[src/hw/rtl/pti_pkg.sv]
// Shared types, constants and helpers for the pilot time-direction interpolator.
// Used by pilot_time_linear_interpolator_core; no dependencies of its own.
`timescale 1ns / 1ps
`default_nettype none

package pti_pkg;

  // Field widths
  localparam int VAL_W    = 32;          // Q16.16 value
  localparam int SLOPE_W  = VAL_W + 1;   // exact slope of a 33-bit difference
  localparam int WIDE_W   = 39;          // headroom for base +/- dist * slope
  localparam int DIST_W   = 5;           // 4-bit distance plus sign bit
  localparam int CNT_W    = 3;           // pilot counts
  localparam int POS_W    = 4;           // symbol positions
  localparam int POS_IW   = 2;           // index into the four position registers
  localparam int NUM_POS  = 4;
  localparam int SC_W     = 5;           // symbol counter / symbol_count
  localparam int SIDX_W   = 4;           // symbol_index field
  localparam int OUT_TDATA_W = 40;       // symbol_index + interp_value, byte padded
  localparam int OUT_PAD_W   = OUT_TDATA_W - SIDX_W - VAL_W;

  // Slope divider: one quotient bit per cycle over the 32-bit magnitude
  localparam int DIV_STEPS = VAL_W;
  localparam int DIV_CW    = $clog2(DIV_STEPS);

  // Sizing defaults
  localparam int MAX_PILOTS_DEF = 4;
  localparam int MAX_SYMBOLS    = 16;
  localparam int SYM_LIMIT      = (MAX_SYMBOLS < 16) ? MAX_SYMBOLS : 16;

  // Configuration port
  localparam int CFG_AW = 3;
  localparam int CFG_DW = 5;
  localparam logic [CFG_AW-1:0] REG_PILOT_COUNT  = 3'd0;
  localparam logic [CFG_AW-1:0] REG_POS_A        = 3'd1;
  localparam logic [CFG_AW-1:0] REG_POS_B        = 3'd2;
  localparam logic [CFG_AW-1:0] REG_POS_C        = 3'd3;
  localparam logic [CFG_AW-1:0] REG_POS_D        = 3'd4;
  localparam logic [CFG_AW-1:0] REG_SYMBOL_COUNT = 3'd5;

  // Register reset values
  localparam logic [CNT_W-1:0] DEF_PILOT_COUNT  = 3'd2;
  localparam logic [POS_W-1:0] DEF_POS_A        = 4'd3;
  localparam logic [POS_W-1:0] DEF_POS_B        = 4'd10;
  localparam logic [POS_W-1:0] DEF_POS_C        = 4'd12;
  localparam logic [POS_W-1:0] DEF_POS_D        = 4'd14;
  localparam logic [SC_W-1:0]  DEF_SYMBOL_COUNT = 5'd14;

  // Sequencer states
  typedef enum logic [2:0] {
    S_IDLE,
    S_RD_LO,
    S_RD_HI,
    S_DIV_SETUP,
    S_DIV,
    S_SLOPE,
    S_EMIT,
    S_ERR
  } pti_state_t;

  // Clamp a wide signed value into the 32-bit Q16.16 range
  function automatic logic signed [VAL_W-1:0] sat_val(input logic signed [WIDE_W-1:0] v);
    logic in_range;
    in_range = (&v[WIDE_W-1:VAL_W-1]) || !(|v[WIDE_W-1:VAL_W-1]);
    if (in_range) begin
      sat_val = v[VAL_W-1:0];
    end else if (v[WIDE_W-1]) begin
      sat_val = {1'b1, {(VAL_W-1){1'b0}}};
    end else begin
      sat_val = {1'b0, {(VAL_W-1){1'b1}}};
    end
  endfunction

endpackage

`default_nettype wire

[src/hw/rtl/pti_ram.sv]
// Generic single-write, single-read RAM with registered read data.
// No dependencies.
`timescale 1ns / 1ps
`default_nettype none

module pti_ram #(
  parameter int WIDTH = 32,
  parameter int DEPTH = 4,
  localparam int AW = (DEPTH > 1) ? $clog2(DEPTH) : 1
) (
  input  wire logic             clk,
  input  wire logic             we,
  input  wire logic [AW-1:0]    waddr,
  input  wire logic [WIDTH-1:0] wdata,
  input  wire logic [AW-1:0]    raddr,
  output logic      [WIDTH-1:0] rdata
);

  logic [WIDTH-1:0] mem [DEPTH];

  // write port and registered read port
  always_ff @(posedge clk) begin
    if (we) begin
      mem[waddr] <= wdata;
    end
    rdata <= mem[raddr];
  end

endmodule

`default_nettype wire

[src/hw/rtl/pilot_time_linear_interpolator_core.sv]
// Pilot time-direction linear interpolator: top level, sequencer and datapath.
// Depends on pti_pkg (types, constants, saturation) and pti_ram (pilot store).
// Flow: an item that does not close a carrier is stored while idle. The closing item
//   starts slope work for each segment (two reads, setup, 32 divider steps, write-back;
//   n-1 segments for n = pilots in use), then one result per cycle unless m_tready stalls.
// A new carrier is taken only after the last result of the previous one; the
//   shared one-bit-per-cycle divider dominates the time. Input ready only while idle.
// Reset: synchronous, active high; config registers return to defaults, received-pilot count clears.
`timescale 1ns / 1ps
`default_nettype none

module pilot_time_linear_interpolator_core #(
  parameter int MAX_PILOTS = pti_pkg::MAX_PILOTS_DEF
) (
  input  wire logic                              clk,
  input  wire logic                              rst,
  // input items
  input  wire logic                              s_tvalid,
  output logic                                   s_tready,
  input  wire logic [pti_pkg::VAL_W-1:0]         s_tdata,   // [31:0] pilot_value
  // result items
  output logic                                   m_tvalid,
  input  wire logic                              m_tready,
  output logic [pti_pkg::OUT_TDATA_W-1:0]        m_tdata,   // [3:0] symbol_index,
                                                            // [35:4] interp_value, 0 pad
  output logic                                   m_tlast,   // last_of_run
  output logic                                   m_tuser,   // config_error
  // configuration writes
  input  wire logic                              cfg_we,
  input  wire logic [pti_pkg::CFG_AW-1:0]        cfg_addr,
  input  wire logic [pti_pkg::CFG_DW-1:0]        cfg_data
);

  localparam int PA_W     = (MAX_PILOTS > 1) ? $clog2(MAX_PILOTS) : 1;
  localparam int SL_DEPTH = MAX_PILOTS - 1;
  localparam int SL_W     = (SL_DEPTH > 1) ? $clog2(SL_DEPTH) : 1;

  // ---------------------------------------------------------------------------
  // Configuration registers
  logic [pti_pkg::CNT_W-1:0] pilot_count;
  logic [pti_pkg::POS_W-1:0] pos [pti_pkg::NUM_POS];
  logic [pti_pkg::SC_W-1:0]  symbol_count;

  always_ff @(posedge clk) begin
    if (rst) begin
      pilot_count  <= pti_pkg::DEF_PILOT_COUNT;
      pos[0]       <= pti_pkg::DEF_POS_A;
      pos[1]       <= pti_pkg::DEF_POS_B;
      pos[2]       <= pti_pkg::DEF_POS_C;
      pos[3]       <= pti_pkg::DEF_POS_D;
      symbol_count <= pti_pkg::DEF_SYMBOL_COUNT;
    end else if (cfg_we) begin
      unique case (cfg_addr)
        pti_pkg::REG_PILOT_COUNT:  pilot_count  <= cfg_data[pti_pkg::CNT_W-1:0];
        pti_pkg::REG_POS_A:        pos[0]       <= cfg_data[pti_pkg::POS_W-1:0];
        pti_pkg::REG_POS_B:        pos[1]       <= cfg_data[pti_pkg::POS_W-1:0];
        pti_pkg::REG_POS_C:        pos[2]       <= cfg_data[pti_pkg::POS_W-1:0];
        pti_pkg::REG_POS_D:        pos[3]       <= cfg_data[pti_pkg::POS_W-1:0];
        pti_pkg::REG_SYMBOL_COUNT: symbol_count <= cfg_data;
        default: ;
      endcase
    end
  end

  // ---------------------------------------------------------------------------
  // Pilots in use and configuration check
  logic [pti_pkg::CNT_W-1:0] n_used;
  logic                      cfg_ok;

  always_comb begin
    if (pilot_count < 3'd2) begin
      n_used = 3'd2;
    end else if (pilot_count > pti_pkg::CNT_W'(MAX_PILOTS)) begin
      n_used = pti_pkg::CNT_W'(MAX_PILOTS);
    end else begin
      n_used = pilot_count;
    end

    cfg_ok = 1'b1;
    if (pilot_count < 3'd2 || pilot_count > pti_pkg::CNT_W'(MAX_PILOTS)) begin
      cfg_ok = 1'b0;
    end
    if (symbol_count < 5'd2 || symbol_count > pti_pkg::SC_W'(pti_pkg::SYM_LIMIT)) begin
      cfg_ok = 1'b0;
    end
    for (int t = 0; t < pti_pkg::NUM_POS - 1; t++) begin
      if (pti_pkg::CNT_W'(t + 1) < n_used && pos[t + 1] <= pos[t]) begin
        cfg_ok = 1'b0;
      end
    end
    if ({1'b0, pos[pti_pkg::POS_IW'(n_used - 3'd1)]} >= symbol_count) begin
      cfg_ok = 1'b0;
    end
  end

  // ---------------------------------------------------------------------------
  // State and datapath registers
  pti_pkg::pti_state_t state, state_next;

  logic [pti_pkg::CNT_W-1:0]          rcvd;       // pilots of this carrier so far
  logic [PA_W-1:0]                    k;          // segment whose slope is computed
  logic signed [pti_pkg::VAL_W-1:0]   lo_val;     // pilot k
  logic                               div_neg;
  logic [pti_pkg::VAL_W-1:0]          div_quo;    // dividend shifts out, quotient in
  logic [pti_pkg::POS_W-1:0]          div_rem;
  logic [pti_pkg::DIV_CW-1:0]         div_cnt;
  logic signed [pti_pkg::SLOPE_W-1:0] slope [SL_DEPTH];
  logic [pti_pkg::SC_W-1:0]           s_cnt;      // symbol being emitted
  logic [pti_pkg::CNT_W-1:0]          nxt;        // pilots already passed
  logic signed [pti_pkg::VAL_W-1:0]   prev;

  // Pilot store
  logic [PA_W-1:0]           rd_addr;
  logic [pti_pkg::VAL_W-1:0] rd_data;
  logic                      st_we;

  logic in_fire;
  logic closes;
  logic out_free;
  logic out_load;

  assign in_fire  = s_tvalid && s_tready;
  assign closes   = (rcvd + 3'd1) >= n_used;
  assign out_free = !m_tvalid || m_tready;
  assign st_we    = in_fire && (rcvd < pti_pkg::CNT_W'(MAX_PILOTS));

  pti_ram #(
    .WIDTH (pti_pkg::VAL_W),
    .DEPTH (MAX_PILOTS)
  ) u_store (
    .clk   (clk),
    .we    (st_we),
    .waddr (PA_W'(rcvd)),
    .wdata (s_tdata),
    .raddr (rd_addr),
    .rdata (rd_data)
  );

  // ---------------------------------------------------------------------------
  // Slope datapath: difference, gap and one divider step
  logic [PA_W-1:0]                  k1;
  logic [pti_pkg::POS_W-1:0]        div_gap;
  logic signed [pti_pkg::SLOPE_W-1:0] diff;
  logic [pti_pkg::POS_W:0]          div_shift;
  logic                             div_ge;
  logic signed [pti_pkg::SLOPE_W-1:0] slope_res;

  always_comb begin
    k1        = k + PA_W'(1);
    div_gap   = pos[pti_pkg::POS_IW'(k1)] - pos[pti_pkg::POS_IW'(k)];
    diff      = pti_pkg::SLOPE_W'($signed(rd_data)) - pti_pkg::SLOPE_W'(lo_val);
    div_shift = {div_rem, div_quo[pti_pkg::VAL_W-1]};
    div_ge    = div_shift >= {1'b0, div_gap};
    slope_res = div_neg ? -$signed({1'b0, div_quo}) : $signed({1'b0, div_quo});
  end

  // ---------------------------------------------------------------------------
  // Output value datapath
  logic                               is_pilot;
  logic                               emit_last;
  logic [pti_pkg::POS_W-1:0]          lead_gap;
  logic signed [pti_pkg::DIST_W-1:0]  lead_gap_s;
  logic signed [pti_pkg::WIDE_W-2:0]  prod;
  logic signed [pti_pkg::WIDE_W-1:0]  first_v;
  logic signed [pti_pkg::WIDE_W-1:0]  step_v;
  logic [pti_pkg::CNT_W-1:0]          sidx_raw;
  logic [pti_pkg::CNT_W-1:0]          sidx_lim;
  logic [SL_W-1:0]                    sidx;
  logic signed [pti_pkg::VAL_W-1:0]   emit_val;

  always_comb begin
    is_pilot  = (nxt < n_used) &&
                (s_cnt == {1'b0, pos[pti_pkg::POS_IW'(nxt)]});
    emit_last = (s_cnt + 5'd1) == symbol_count;
    // before the first pilot: p0 - distance * slope0
    lead_gap   = pos[0] - s_cnt[pti_pkg::POS_W-1:0];
    lead_gap_s = $signed({1'b0, lead_gap});
    prod       = slope[0] * lead_gap_s;
    first_v   = pti_pkg::WIDE_W'($signed(rd_data)) - pti_pkg::WIDE_W'(prod);
    // later symbols: previous output plus current (or last) slope
    sidx_raw  = nxt - 3'd1;
    sidx_lim  = n_used - 3'd2;
    sidx      = SL_W'((sidx_raw > sidx_lim) ? sidx_lim : sidx_raw);
    step_v    = pti_pkg::WIDE_W'(prev) + pti_pkg::WIDE_W'(slope[sidx]);
    if (is_pilot) begin
      emit_val = $signed(rd_data);
    end else if (nxt == 3'd0) begin
      emit_val = pti_pkg::sat_val(first_v);
    end else begin
      emit_val = pti_pkg::sat_val(step_v);
    end
  end

  // ---------------------------------------------------------------------------
  // Next state
  always_comb begin
    state_next = state;
    unique case (state)
      pti_pkg::S_IDLE: begin
        if (in_fire && closes) begin
          state_next = cfg_ok ? pti_pkg::S_RD_LO : pti_pkg::S_ERR;
        end
      end
      pti_pkg::S_RD_LO:     state_next = pti_pkg::S_RD_HI;
      pti_pkg::S_RD_HI:     state_next = pti_pkg::S_DIV_SETUP;
      pti_pkg::S_DIV_SETUP: state_next = pti_pkg::S_DIV;
      pti_pkg::S_DIV: begin
        if (div_cnt == pti_pkg::DIV_CW'(pti_pkg::DIV_STEPS - 1)) begin
          state_next = pti_pkg::S_SLOPE;
        end
      end
      pti_pkg::S_SLOPE: begin
        state_next = (pti_pkg::CNT_W'(k1) + 3'd1 >= n_used) ? pti_pkg::S_EMIT
                                                            : pti_pkg::S_RD_LO;
      end
      pti_pkg::S_EMIT: begin
        if (out_free && emit_last) state_next = pti_pkg::S_IDLE;
      end
      pti_pkg::S_ERR: begin
        if (out_free) state_next = pti_pkg::S_IDLE;
      end
      default:     state_next = pti_pkg::S_IDLE;
    endcase
  end

  // Sequencer outputs
  always_comb begin
    s_tready = 1'b0;
    out_load = 1'b0;
    rd_addr  = '0;
    unique case (state)
      pti_pkg::S_IDLE:  s_tready = 1'b1;
      pti_pkg::S_RD_LO: rd_addr  = k;
      pti_pkg::S_RD_HI: rd_addr  = k1;
      pti_pkg::S_EMIT: begin
        out_load = out_free;
        // keep the store read one step ahead of the pilot pointer
        rd_addr  = (out_free && is_pilot) ? PA_W'(nxt + 3'd1) : PA_W'(nxt);
      end
      pti_pkg::S_ERR:   out_load = out_free;
      default: rd_addr  = '0;
    endcase
  end

  // ---------------------------------------------------------------------------
  // Control registers
  always_ff @(posedge clk) begin
    if (rst) begin
      state    <= pti_pkg::S_IDLE;
      rcvd     <= '0;
      m_tvalid <= 1'b0;
    end else begin
      state <= state_next;
      if (in_fire) begin
        rcvd <= closes ? '0 : rcvd + 3'd1;
      end
      if (out_load) begin
        m_tvalid <= 1'b1;
      end else if (m_tready) begin
        m_tvalid <= 1'b0;
      end
    end
  end

  // Datapath registers
  always_ff @(posedge clk) begin
    unique case (state)
      pti_pkg::S_IDLE: begin
        k <= '0;
      end
      pti_pkg::S_RD_HI: begin
        lo_val <= $signed(rd_data);
      end
      pti_pkg::S_DIV_SETUP: begin
        div_neg <= diff[pti_pkg::SLOPE_W-1];
        div_quo <= diff[pti_pkg::SLOPE_W-1] ? pti_pkg::VAL_W'(-diff)
                                            : diff[pti_pkg::VAL_W-1:0];
        div_rem <= '0;
        div_cnt <= '0;
      end
      pti_pkg::S_DIV: begin
        div_rem <= div_ge ? pti_pkg::POS_W'(div_shift - {1'b0, div_gap})
                          : div_shift[pti_pkg::POS_W-1:0];
        div_quo <= {div_quo[pti_pkg::VAL_W-2:0], div_ge};
        div_cnt <= div_cnt + pti_pkg::DIV_CW'(1);
      end
      pti_pkg::S_SLOPE: begin
        slope[SL_W'(k)] <= slope_res;
        k     <= k1;
        s_cnt <= '0;
        nxt   <= '0;
      end
      pti_pkg::S_EMIT: begin
        if (out_load) begin
          prev    <= emit_val;
          s_cnt   <= s_cnt + 5'd1;
          m_tdata <= {{pti_pkg::OUT_PAD_W{1'b0}}, emit_val,
                      s_cnt[pti_pkg::SIDX_W-1:0]};
          m_tlast <= emit_last;
          m_tuser <= 1'b0;
          if (is_pilot) begin
            nxt <= nxt + 3'd1;
          end
        end
      end
      pti_pkg::S_ERR: begin
        if (out_load) begin
          m_tdata <= '0;
          m_tlast <= 1'b1;
          m_tuser <= 1'b1;
        end
      end
      default: ;
    endcase
  end

  // ---------------------------------------------------------------------------
`ifndef SYNTHESIS
  // received-pilot count never runs past the store
  a_rcvd_range: assert property (@(posedge clk) disable iff (rst)
    rcvd < pti_pkg::CNT_W'(MAX_PILOTS))
    else $error("pilot count beyond store depth");

  // divider remainder stays below the gap
  a_div_rem: assert property (@(posedge clk) disable iff (rst)
    (state == pti_pkg::S_DIV) |-> (div_rem < div_gap))
    else $error("divider remainder out of range");

  // pilot pointer bounded while emitting
  a_nxt_range: assert property (@(posedge clk) disable iff (rst)
    (state == pti_pkg::S_EMIT) |-> (nxt <= n_used))
    else $error("pilot pointer beyond pilots in use");

  // every pilot has been passed when a carrier ends
  a_all_pilots: assert property (@(posedge clk) disable iff (rst)
    (state == pti_pkg::S_EMIT && out_load && emit_last) |=>
      (state == pti_pkg::S_IDLE && nxt == n_used))
    else $error("carrier ended before all pilots were passed");

  // an error item is a lone zero result closing the carrier
  a_err_item: assert property (@(posedge clk) disable iff (rst)
    (m_tvalid && m_tuser) |-> (m_tlast && m_tdata == '0))
    else $error("malformed error item");
`endif

endmodule

`default_nettype wire
[config.mk]
export PLATFORM = sky130hd
export DESIGN_NAME = pilot_time_linear_interpolator_core
export DESIGN_NICKNAME = d
export VERILOG_FILES = /design/src/hw/rtl/pti_pkg.sv /design/src/hw/rtl/pti_ram.sv /design/src/hw/rtl/pilot_time_linear_interpolator_core.sv
export SDC_FILE = /design/constraint.sdc
export NUM_CORES = 1
export LEC_CHECK = 0
export BUFFER_PORTS_ARGS = -buffer_cell sky130_fd_sc_hd__buf_2
export CAP_MARGIN = 5
export CORE_UTILIZATION = 54
export CTS_CLUSTER_SIZE = 10
export DETAILED_ROUTE_END_ITERATION = 12
export PLACE_DENSITY = 0.8
export REMOVE_ABC_BUFFERS = 1
export SKIP_CTS_REPAIR_TIMING = 1
export SLEW_MARGIN = 20
export SYNTH_ARGS = -nofsm -noshare
export SYNTH_HDL_FRONTEND = slang
export SYNTH_SLANG_ARGS = --single-unit
[constraint.sdc]
create_clock -name clk -period 12.8 [get_ports clk]
set_input_delay 0 -clock clk [delete_from_list [all_inputs] [get_ports clk]]
set_output_delay 0 -clock clk [all_outputs]
set_load 0.03 [all_outputs]
==> reports/metrics.yaml <==
status: "finished, final reports clean"
post-route-period-util_pct: 67.2
setup.worst_path.class: "reg -> reg"
dp.cells: 3834
synth_top_flop_cell: "edfxtp_1"
final_cells: 3972
pre_cts_slack_ns: 4.32
drc: 0
cp.arrival_ns: 9.01
grt_start_max_net_pins: 67
drtIter0Drc: 2408
vias_per_cell: 5.94
dpl.hpwl_mm: 56.5
grt_pass1_wl_mm: 123
dr.pass1.iters: 5
drive_gt1_share_pct: 8.12
vias: 23594
grt-ovfl-total: 0
period_minus_slack_ns: 8.61
row_count: 87
tightest_slew_ns: 1.00
wl_per_cell_um: 19.5
cp-start-kind: "flop"
synth_area_um2: 31100
synth_area_leaders: "edfxtp_1 (38%), ha_1 (8.1%), fa_1 (6.8%)"
cts_sinks: 448
synth_most_common_cell: "edfxtp_1"
cp_max_fo: 40
drt_wl_total_mm: 77.5
synth_edf_count: 397
setup_ws_ns: 4.19
tns_ns: 0
grt_pass1_vias: 22616
worstSetupEndpointType: "flop"
synth-seq-cells: 448
max_freq_mhz: 116
cap_violations: 0
antenna_found_initial: 0
syn_avg_cell_area_um2: 10.1
cts_max_path_buffers: 3
path_clk_slew_ns: 0.07
whs_ns: 0.167
antenna_left: 0
cts_tree: "yes"
finalWeightedCongestion: 1.01
cts_root_buffer: "clkbuf_16"
clock_skew_ns: 0.0592
numPortBuffers: 84
clk_latency_ns: 0.63
dieArea_um2: 58500
hold_class: "in -> reg"
ioPinCount: 89
async_flop_share_pct: 0
ys_seq_area_share_pct: 41.6
fp.dieH_um: 242
coreArea_um2: 56600
synth_commonest_cells: "edfxtp_1 (397), inv_1 (353), nand2_1 (233), a21oi_1 (227), ha_1 (201)"
syn2layout_area_growth_pct: 10.2
slew_viol_final: 0
ctsHtreeMaxLevel: 2
setup_viol: 0
cp.required_ns: 13.20
synth_cell_types: 100
grtUsageTotal_pct: 26.2
syn_inst: 3079
hold_viol: 0
start_util_pct: 54.9
fin_nets: 3531
yosys.area.top_type: "edfxtp_1"
ys_warn_count: 0
grt_setup_unrepaired: "false"
antenna_cells: 0
synth_top_area_share_pct: 38.3
cts_made_buffers: 53
fp.dieW_um: 242
nFillCells: 4618
slew_headroom_pct: 33.0
==> metrics by stage <==
stage	area, um2	utilization, %
after floorplan	30500	-
after global placement	32200	57.0
after detailed placement	32200	57.0
after CTS	33800	59.7
after global routing	34300	60.5
final	34300	60.5
==> area by class of cell <==
type / count / area, um2 / share of cell area [%]
timing repair buffer: 170 / 1180 / 3.45
tap: 756 / 946 / 2.76
multi-input combinational: 2151 / 16300 / 47.6
clock inverter: 8 / 78.8 / 0.230
sequential: 448 / 12900 / 37.8
inverter: 356 / 1340 / 3.90
clock buffer: 83 / 1480 / 4.32
==> cell families after synthesis <==
family | after synthesis | share of synthesized area, %
and+or+nand+nor | 871 | 14.3
AOI/OAI and AO/OA | 730 | 15.5
buffers and inverters | 483 | 6.19
DFF | 448 | 41.6
adders and majority gates | 306 | 14.8
xor gates and xnor gates | 171 | 4.87
muxes | 69 | 2.73
other | 1 | 0.0121
==> per-layer routing <==
metal / vias up / global-route usage (%) / part of all wire [%]
met5: - / 0 / 0
met1: 11371 / 37.2 / 43
met3: 126 / 4.21 / 8.5
met2: 949 / 42.0 / 46
li1: 11148 / - / -
met4: 0 / 6.68 / 2.2
==> path summary, 6_finish.rpt <==
check | from | endpoint | slack, ns | cells past startpoint
worst max register to register | pos[0][0] | m_tdata[29] | 4.19 | 26
worst max-delay path | pos[0][0] | m_tdata[29] | 4.19 | 26
worst min-delay path | s_tdata[19] | u_store.mem[1][19] | 0.17 | 2
worst min register to register | div_quo[0] | slope[2][0] | 0.51 | 0
==> layout by cell type, fill, tap and decap left out, types with 25 or more instances in the layout <==
master         netlist  final
fa_1               105    105
nor3_1              45     45
and2_1             116    116
nand2b_1            26     26
dlygate4sd3_1        0     47
a21o_1              63     63
clkbuf_1            93     27
o21ai_0             99     99
mux2i_1             50     49
buf_2               14     84
xor2_1              60     59
o211ai_1            30     30
dfxtp_1             51     51
nor2b_1             83     82
nand2_1            233    232
inv_1              353    353
a21oi_1            227    227
nand4_1             28     28
clkbuf_16            0     54
and3_1              25     25
a211oi_1            65     65
buf_4                7     39
a31oi_1             50     50
ha_1               201    201
nor2_1             175    173
xnor2_1            110    109
edfxtp_1           397    397
nand3_1             68     68
==> sequential cells by signal, summed over array words and instances (netlist names), 16 cells and up, named ones only <==
signal and count:
pos 16, div_quo 32, m_tdata 36, lo_val 32
u_store.rdata 32, u_store.mem 128, prev 32, slope 99
==> worst max-delay path, cell delays in order (launching register included) <==
cell and delay (ns):
edfxtp_1 0.50, inv_1 0.11, ha_1 0.14, inv_1 0.06
fa_1 0.41, xor2_2 0.19, buf_4 0.23, and2_1 0.22
fa_1 0.48, ha_1 0.28, inv_1 0.05, fa_1 0.54
inv_1 0.06, fa_1 0.54, inv_1 0.06, ha_1 0.39
and3_1 0.29, nand3_1 0.20, or4_1 0.46, o31ai_1 0.53
or2_1 0.23, o31a_1 0.21, mux2_1 0.37, nor4_2 0.36
or2_2 0.83, a221oi_1 0.25, a211oi_1 0.43
Power is left out: the tool's default activity adds up to more than one toggle a clock period on the data nets, which glitch-free logic cannot reach.
